--- src/hw/rtl/sih_pkg.sv ---
// Shared types, codes and helpers for the sampled IPC histogram.
`default_nettype none
package sih_pkg;

  localparam int HIST_NUM = 3;

  localparam logic       OP_SAMPLE      = 1'b0;
  localparam logic       OP_READ        = 1'b1;
  localparam logic [7:0] STATUS_RUNNING = 8'd1;
  localparam logic [31:0] IPC_LIMIT     = 32'd1000;

  // histogram selector codes, also the divider lane order
  localparam logic [1:0] SEL_CORE = 2'd0;
  localparam logic [1:0] SEL_APP  = 2'd1;
  localparam logic [1:0] SEL_SELF = 2'd2;

  typedef struct packed {
    logic        operation;
    logic [63:0] cycle_count;
    logic [63:0] core_instr_count;
    logic [63:0] self_instr_count;
    logic        trustable;
    logic [7:0]  exec_status;
    logic [9:0]  bin_index;
  } in_item_t;

  typedef struct packed {
    logic        taken;
    logic        interesting;
    logic [31:0] bin_core;
    logic [31:0] bin_app;
    logic [31:0] bin_self;
    logic [63:0] total_samples;
    logic [63:0] bad_samples;
    logic [63:0] good_samples;
  } out_item_t;

  typedef enum logic [2:0] {
    ST_CLEAR,
    ST_IDLE,
    ST_PREP,
    ST_DIV,
    ST_JUDGE,
    ST_RD,
    ST_WR,
    ST_DONE
  } state_t;

  typedef struct packed {
    logic busy;
    logic done;
  } div_stat_t;

  // x * 100 mod 2^32 as shifts and adds
  function automatic logic [31:0] scale_hundred(input logic [31:0] x);
    return (x << 6) + (x << 5) + (x << 2);
  endfunction

endpackage
`default_nettype wire

--- src/hw/rtl/sih_div.sv ---
// Restoring divider, one quotient bit per cycle, three numerator lanes on one divisor.
`default_nettype none
module sih_div (
  input  wire logic                               clk,
  input  wire logic                               rst_n,
  input  wire logic                               start,
  input  wire logic [sih_pkg::HIST_NUM-1:0][31:0] num,
  input  wire logic [31:0]                        den,
  output sih_pkg::div_stat_t                      stat,
  output logic      [sih_pkg::HIST_NUM-1:0][31:0] quot
);
  import sih_pkg::*;

  logic                        busy_r;
  logic                        done_r;
  logic [4:0]                  cnt_r;
  logic [31:0]                 den_r;
  logic [HIST_NUM-1:0][31:0]   rem_r;
  logic [HIST_NUM-1:0][31:0]   quo_r;
  logic [HIST_NUM-1:0][31:0]   rem_nxt;
  logic [HIST_NUM-1:0][31:0]   quo_nxt;
  logic [HIST_NUM-1:0][32:0]   trial;

  always_comb begin
    for (int i = 0; i < HIST_NUM; i++) begin
      trial[i] = {rem_r[i], quo_r[i][31]};
      if (trial[i] >= {1'b0, den_r}) begin
        rem_nxt[i] = 32'(trial[i] - {1'b0, den_r});
        quo_nxt[i] = {quo_r[i][30:0], 1'b1};
      end else begin
        rem_nxt[i] = trial[i][31:0];
        quo_nxt[i] = {quo_r[i][30:0], 1'b0};
      end
    end
  end

  always_ff @(posedge clk) begin
    if (!rst_n) begin
      busy_r <= 1'b0;
      done_r <= 1'b0;
      cnt_r  <= '0;
    end else begin
      done_r <= busy_r && !start && (cnt_r == 5'd0);
      if (start) begin
        busy_r <= 1'b1;
        cnt_r  <= 5'd31;
      end else if (busy_r) begin
        cnt_r <= cnt_r - 5'd1;
        if (cnt_r == 5'd0) begin
          busy_r <= 1'b0;
        end
      end
    end
  end

  always_ff @(posedge clk) begin
    if (start) begin
      den_r <= den;
      quo_r <= num;
      rem_r <= '0;
    end else if (busy_r) begin
      quo_r <= quo_nxt;
      rem_r <= rem_nxt;
    end
  end

  assign stat.busy = busy_r;
  assign stat.done = done_r;
  assign quot      = quo_r;

endmodule
`default_nettype wire

--- config.mk ---
export PLATFORM = sky130hd
export DESIGN_NAME = sih_div
export DESIGN_NICKNAME = d
export VERILOG_FILES = /design/src/hw/rtl/sih_pkg.sv /design/src/hw/rtl/sih_div.sv
export SDC_FILE = /design/constraint.sdc
export NUM_CORES = 1
export LEC_CHECK = 0
export BUFFER_PORTS_ARGS = -buffer_cell sky130_fd_sc_hd__clkbuf_2
export CORE_UTILIZATION = 60
export CTS_CLUSTER_SIZE = 40
export DETAILED_ROUTE_END_ITERATION = 10
export HOLD_SLACK_MARGIN = 0.08
export MAX_ROUTING_LAYER = met4
export PLACE_DENSITY = 0.84
export SLEW_MARGIN = 20
export SYNTH_ARGS = -nofsm -noshare
export SYNTH_HDL_FRONTEND = slang
export SYNTH_SLANG_ARGS = --single-unit
export TNS_END_PERCENT = 100
--- constraint.sdc ---
create_clock -name clk -period 4.48 [get_ports clk]
set_input_delay 0.224 -clock clk [delete_from_list [all_inputs] [get_ports clk]]
set_output_delay 0.224 -clock clk [all_outputs]
set_load 0.005 [all_outputs]
; Yosys cells after proc, flatten, opt, wreduce, memory -nomap -nowiden
; Index checks and enable logic that the tools add are counted.
[totals]
out_inout_bits = 98
inputBits = 131
ff_bits = 231
[op_classes]
n_lt_le_gt_ge = 3
n_mux = 13
add_sub_neg = 4
n_reduce_logical = 5
[ops]
columns = op, count
row1 = 2-to-1 mux 96 bit, 2
row2 = greater-or-equal comparator 33 x 32 -> 1 bit, 3
row3 = 2-to-1 mux 32 bit, 3
row4 = subtractor 32 bit, 3
row5 = 2-to-1 mux 5 bit, 2
row6 = 2-to-1 mux 1 bit, 6
row7 = logical NOT 5 bit, 1
row8 = subtractor 5 x 1 -> 5 bit (second input constant), 1
row9 = logical AND 1 bit, 2
row10 = nonzero test 2 bit, 1
row11 = logical NOT 1 bit, 1

; Logic depth before layout (Yosys ltp)
; Gate-level depths: netlist of run 1.
[depth]
word_depth = 4
ltp_mapped = 14

; Worst setup path after synthesis of run 1
; Ideal clock, no wire load.
[synth_path]
path_kind = register -> register
start = reg busy_r
end = reg quo_r (netlist bit quot[0]) (enable)
setup_ns = 0.450
arrival_ns = 2.409
period_less_slack_ns = 2.860
required_ns = 4.030
path_stages_with_launch = 4
path_slack_ns = 1.620
path_cell_list = dfxtp_1 -> buf_6 -> nor2_2 -> inv_1
[synth_via]
elab_chain_cells = 1
[synth_rtl]
columns = item, line_no
row1 = "start, declared", sih_div.sv:14  ; logic busy_r;
row2 = "start signal, assigned", sih_div.sv:39  ; busy_r <= 1'b0;
row3 = "start signal, assigned", sih_div.sv:45  ; busy_r <= 1'b1;
row4 = "start signal, assigned", sih_div.sv:50  ; busy_r <= 1'b0;
row5 = nonzero test 2 bit (no line), -
row6 = "end signal, assigned", sih_div.sv:59  ; quo_r <= num;
row7 = "end signal, assigned", sih_div.sv:62  ; quo_r <= quo_nxt;
row8 = "end, declared", sih_div.sv:19  ; logic [HIST_NUM-1:0][31:0] quo_r;
; No other way between the ends.
; A chain may end at the register's enable or synchronous reset.

; Worst setup path after layout of run 1
[layout_path]
start = reg den_r[21]
end = reg rem_r[8] (netlist name)
[layout_via]
elab_chain_cells = 2
[layout_rtl]
columns = item, line_no
row1 = "start, declared", sih_div.sv:17  ; logic [31:0] den_r;
row2 = "start signal, assigned", sih_div.sv:58  ; den_r <= den;
row3 = greater-or-equal comparator 33 x 32 -> 1 bit, sih_div.sv:27  ; if (trial[i] >= {1'b0, den_r}) begin
row4 = 2-to-1 mux 32 bit, sih_div.sv:27
row5 = "end signal, assigned", sih_div.sv:63  ; rem_r <= rem_nxt;
row6 = "end, declared", sih_div.sv:18  ; logic [HIST_NUM-1:0][31:0] rem_r;
; No other way between the ends.

==> reports/metrics.csv, run 1 <==
metric,value,unit
status,"complete, no violations",
routedWlPerCell,24.45,um
insertion_delay,0.56,ns
first_pass_iters,8,
ctsResizeCount,0,
p_total,0.006710,W
clk_path_buf_depth,3,
layout_common_cells,"227 x clkbuf_2, 151 x nand2_1, 137 x nor2_1, 129 x dlygate4sd3_1, 128 x edfxtp_1",
r2r-start,den_r[21],
seqCellArea,5909,sq um
synthArstFlopShare,0,
fill_cells,1465,
synth_edf_count,128,
rows,57,
cp.arrival,4.28,ns
hold_ws,0.1286,ns
initial_core_util,0.6104,
ant_nets,0,
hp-class,in -> reg,
p_leak,7.680,nW
h-tree-depth,1,
ioPinCount,229,
max_freq,258.9,MHz
finalCritPeriodShare,0.8620,
drt_iter0_drc,2102,
fin_setup_tns,0,ns
synth_seq_cells,231,
synthTopCellsByArea,"edfxtp_1 26%, dfxtp_1 14%, ha_1 8.3%",
place_congestion,1.005,
cts.hold.buffers_added,129,
drv_slew,0,
core_area,24320,sq um
fin_area,18240,sq um
grt_start_max_net_pins,74,
crit_start,den_r[21],
multi_input_area,8279,sq um
worst_setup_path_start_kind,flip-flop,
cts_tree,built,
grt_usage,0.4295,
grt_pass1_vias,14423,
path_clk_slew,0.07,ns
syn2layout_area_growth,22.83,%
grt_antenna_before_repair,4,
nNetsFinal,2082,
path_max_fanout,27,
vias_per_cell,6.752,
finClkSkew,0.02248,ns
synth_area_leader_cell,edfxtp_1,
synth_area,14850,sq um
synth_cell_types,82,
clock-sinks,231,
die_w,159.3,um
ir_worst_vdd,0.4324,mV
dpl.hpwl,30770,um
period_minus_slack,3.862,ns
dieArea,25370,sq um
grt.overflow.total,0,
die_h,159.3,um
maxCapViolations,0,
rsz0062_at_grt,no,
io_buffers,228,
ys_seq_area_frac,0.3978,
placed_area,16060,sq um
synth_top_cell_area_share,0.2589,
syn_nets,1766,
worstHoldStart,start,
wirelength,53710,um
drive_gt1_frac,0.2204,
vias,14835,
crit_path_end_kind,flip-flop,
post_cts_buffers,0,
synthCells,1534,
worst_pin_slew,1.153,ns
critPathKind,reg -> reg,
slew_headroom,0.2312,
final_common_cell,clkbuf_2,
numCtsBuffers,25,
syn_area_per_cell,9.678,sq um
clockRootBuffer,clkbuf_16,
powerDensity,368.0,nW/um^2
synth_ff_type,edfxtp_1,
synth_warnings,0,
grt_pass1_wl,81720,um
cp.required,4.90,ns
setup_viol,0,
drc,0,
hold_violations,0,
## cell families after synthesis
kind of cell	synth area share
compound gates	0.1957
xor+xnor	0.04484
fa+ha+maj	0.08664
buf+inv	0.04450
flops	0.3978
mux	0.09709
simple gates	0.1334
## layout make-up
class | count | area share
clock inverter | 16 | 0.01242
inverter | 55 | 0.01146
multi-input combinational | 1167 | 0.4540
timing repair buffer | 370 | 0.1399
tap | 324 | 0.02223
clock buffer | 30 | 0.03534
antenna | 4 | 0.0005489
sequential | 231 | 0.3241
## per-layer routing
metal	wire length, um	vias to the layer above	global-route usage
met2	24080	1326	0.6629
li1	-	6326	-
met5	0	-	-
met1	18520	6811	0.4843
met3	6362	372	0.1128
met4	4755	0	0.3081
## power by group
part / switching [W] / leakage, nW / internal [W]
Combinational: 0.00105 / 5.14 / 0.000725
Sequential: 0.000172 / 2.12 / 0.00245
Clock: 0.000984 / 0.418 / 0.00133
## path summary, 6_finish.rpt
kind	endpoint	slack [ns]	cells after the start
worst max-delay path	rem_r[8]	0.62	11
worst min register to register	rem_r[78]	0.48	2
worst max register to register	rem_r[8]	0.62	11
worst min-delay path	rem_r[6]	0.13	2
## synth_stat cells, drive strengths merged, types with 5 or more instances
cell type,instances
nand2b,9
nor4,6
ha,98
a21oi,98
mux2i,36
a211o,11
nor3,23
a211oi,47
nor2,139
buf,28
a31oi,13
mux2,96
a2111oi,5
o31ai,5
nor2b,11
inv,55
xor2,29
o211ai,9
a21o,36
o21a,18
nand3,34
nand2,151
xnor2,47
o21ai,100
a21boi,5
a311oi,28
and2,5
edfxtp,128
and3,13
a32oi,5
or3,5
clkbuf,51
dfxtp,103
nand4,20
o21bai,17
## critical path, stage by stage, from the launching register on
cell       delay (ns)
edfxtp_1         0.35
inv_1            0.13
ha_1             0.49
nand4_1          0.30
nor4b_1          0.72
a21oi_1          0.15
nor2_1           0.12
a2111oi_0        0.07
a21bo_2          0.60
buf_12           0.29
o21ai_0          0.12
a211oi_1         0.35
## metrics by stage
stage	worst slack (ns)	utilization	std cells
5_1_grt	0.5498	0.7498	2197
2_1_floorplan	1.620	-	1534
3_5_place_dp	0.9404	0.6605	2018
6_report	0.6182	0.7498	2197
3_3_place_gp	1.022	0.6605	2018
4_1_cts	0.8699	0.7494	2193
## state kept, by name (all words and copies together) (netlist names)
name    count
den_r      32
quot       96
done_r      1
busy_r      1
cnt_r       5
rem_r      96
Note: power is estimated with default switching activity, not from simulation.
==> inputs of run 2 (changes only) <==
==> constraint.sdc (replaced) <==
create_clock -name clk -period 4.48 [get_ports clk]
set_input_delay 0.448 -clock clk [delete_from_list [all_inputs] [get_ports clk]]
set_output_delay 0.448 -clock clk [all_outputs]
set_load 0.005 [all_outputs]
==> reports/metrics.csv, run 2 (same netlist as run 1, synthesis figures left out) <==
metric,value,unit,change
status,"complete, no violations",,
finClkSkew,0.01722,ns,-0.005256 ns
fin_setup_tns,0,ns,unchanged
cpLargestDelayFamily,compound AO/OA/AOI/OAI gates,,
dieArea,25370,sq um,unchanged
diodes,0,,-4
initial_core_util,0.6104,,unchanged
syn2layout_area_growth,14.86,%,
ant_nets,0,,unchanged
setup_viol,0,,unchanged
die_h,159.3,um,unchanged
cp.arrival,3.88,ns,-0.40 ns
crit_path_frequent_cell,o21ai_0,,
worst_setup_path_start_kind,flip-flop,,
finalCritPeriodShare,0.7724,,-0.08958
insertion_delay,0.54,ns,-0.02 ns
fin_area,17050,sq um,-6.5%
hp-class,in -> reg,,
hold_violations,0,,unchanged
multi_input_area,8288,sq um,+0.11%
drv_slew,0,,unchanged
fill_cells,1782,,+22%
grt_pass1_wl,66230,um,-19%
h-tree-depth,1,,unchanged
final_common_cell,clkbuf_2,,
placed_area,16040,sq um,-0.17%
critPathKind,reg -> reg,,
rows,57,,unchanged
rsz0062_at_grt,no,,
dpl.hpwl,29770,um,-3.3%
seqCellArea,5909,sq um,unchanged
path_max_fanout,4,,-85%
core_area,24320,sq um,unchanged
first_pass_iters,6,,-2
numCtsBuffers,26,,+4.0%
nNetsFinal,1964,,-5.7%
wirelength,42800,um,-20%
ioPinCount,229,,unchanged
hold_ws,0.09464,ns,-0.03397 ns
path_clk_slew,0.06,ns,about the same
slew_headroom,0.3812,,+0.1500
grt_pass1_vias,12714,,-12%
grt_start_max_net_pins,137,,+85%
cp_num_buf_inv,2,,unchanged
cts_tree,built,,
clock-sinks,231,,unchanged
routedWlPerCell,20.62,um,-16%
drive_gt1_frac,0.2340,,+0.01358
die_w,159.3,um,unchanged
powerDensity,374.3,nW/um^2,+1.7%
place_congestion,0.9962,,-0.87%
grt_antenna_before_repair,0,,-4
period_minus_slack,3.460,ns,-0.4013 ns
crit_chain,inv_1 > ha_1 > inv_1 > fa_1 > a211o_1 > a21oi_1 > o21a_1 > o21ai_0 > a21oi_1 > o21ai_0 > a31oi_1 > xor2_1 > o21ai_0,,
cp_slowest_cell,edfxtp_1,,
grt.overflow.total,0,,unchanged
maxCapViolations,0,,unchanged
vias_per_cell,6.316,,-6.5%
drt_iter0_drc,1321,,-37%
p_leak,7.182,nW,-6.5%
max_freq,289.0,MHz,+12%
ir_worst_vdd,0.3730,mV,-14%
io_buffers,228,,unchanged
layout_common_cells,"227 x clkbuf_2, 151 x nand2_1, 137 x nor2_1, 128 x edfxtp_1, 102 x dfxtp_1",,
vias,13111,,-12%
worst_pin_slew,0.9282,ns,-0.2250 ns
drc,0,,unchanged
cp.required,4.90,ns,about the same
post_cts_buffers,0,,unchanged
clk_path_buf_depth,3,,unchanged
crit_path_end_kind,flip-flop,,
grt_usage,0.3368,,-0.09270
slowest_delay,0.49,ns,-0.23 ns
clockRootBuffer,clkbuf_16,,
==> run 2: cell types whose count changed in the layout (fill, tap and decap cells not counted), sizes merged, moves of 2 or more <==
cell / before / now
bufinv: 5 / 3
dlygate4sd3: 129 / 14
diode: 4 / 0
clkinv: 6 / 9
inv: 58 / 55
clkbuf: 258 / 261
buf: 13 / 9
==> run 2: area by class of cell <==
cell class	count	share of cell area
tap	324	0.02377
clock inverter	15	0.008879
multi-input combinational	1167	0.4861
clock buffer	33	0.04212
timing repair buffer	251	0.08035
sequential	231	0.3466
inverter	55	0.01225
==> run 2: repair_timing <==
action,4_1_cts,5_1_grt
gates resized for setup,0,0
hold endpoints to repair,10,4
hold buffers,10,4
==> run 2: metal layers <==
metal	track usage	part of all wire	up-vias	routed length, um
li1	-	-	6095	-
met1	0.4142	0.40	6249	17170
met2	0.5524	0.48	631	20500
met3	0.05027	0.075	136	3208
met4	0.1455	0.045	0	1921
met5	-	0	-	0
==> run 2: metrics by stage <==
stage	utilization	setup slack, ns	total power [W]	std cells
finish	0.7011	1.020	0.006381	2076
global route	0.7011	0.8127	0.006621	2076
detailed placement	0.6594	0.8639	0.004141	2014
CTS	0.6992	0.7778	0.006352	2072
global placement	0.6594	0.9728	0.004097	2014
floorplan	-	1.533	0.003697	1534
==> run 2: path summary, 6_finish.rpt <==
path                                 from        end  slack [ns]  cells past startpoint
worst max-delay path             quot[63]  rem_r[50]        1.02                     13
worst min-delay path              den[10]  den_r[10]        0.09                      1
worst max register to register   quot[63]  rem_r[50]        1.02                     13
worst min register to register  rem_r[76]  rem_r[76]        0.48                      2
==> run 2: report_power, final <==
group	switching (W)	total, W	internal [W]	leakage [nW]
clock	0.000905	0.00221	0.00130	0.418
combinational	0.000917	0.00157	0.000656	4.64
sequential	0.000148	0.00260	0.00245	2.12
total	0.00197	0.00638	0.00441	7.18
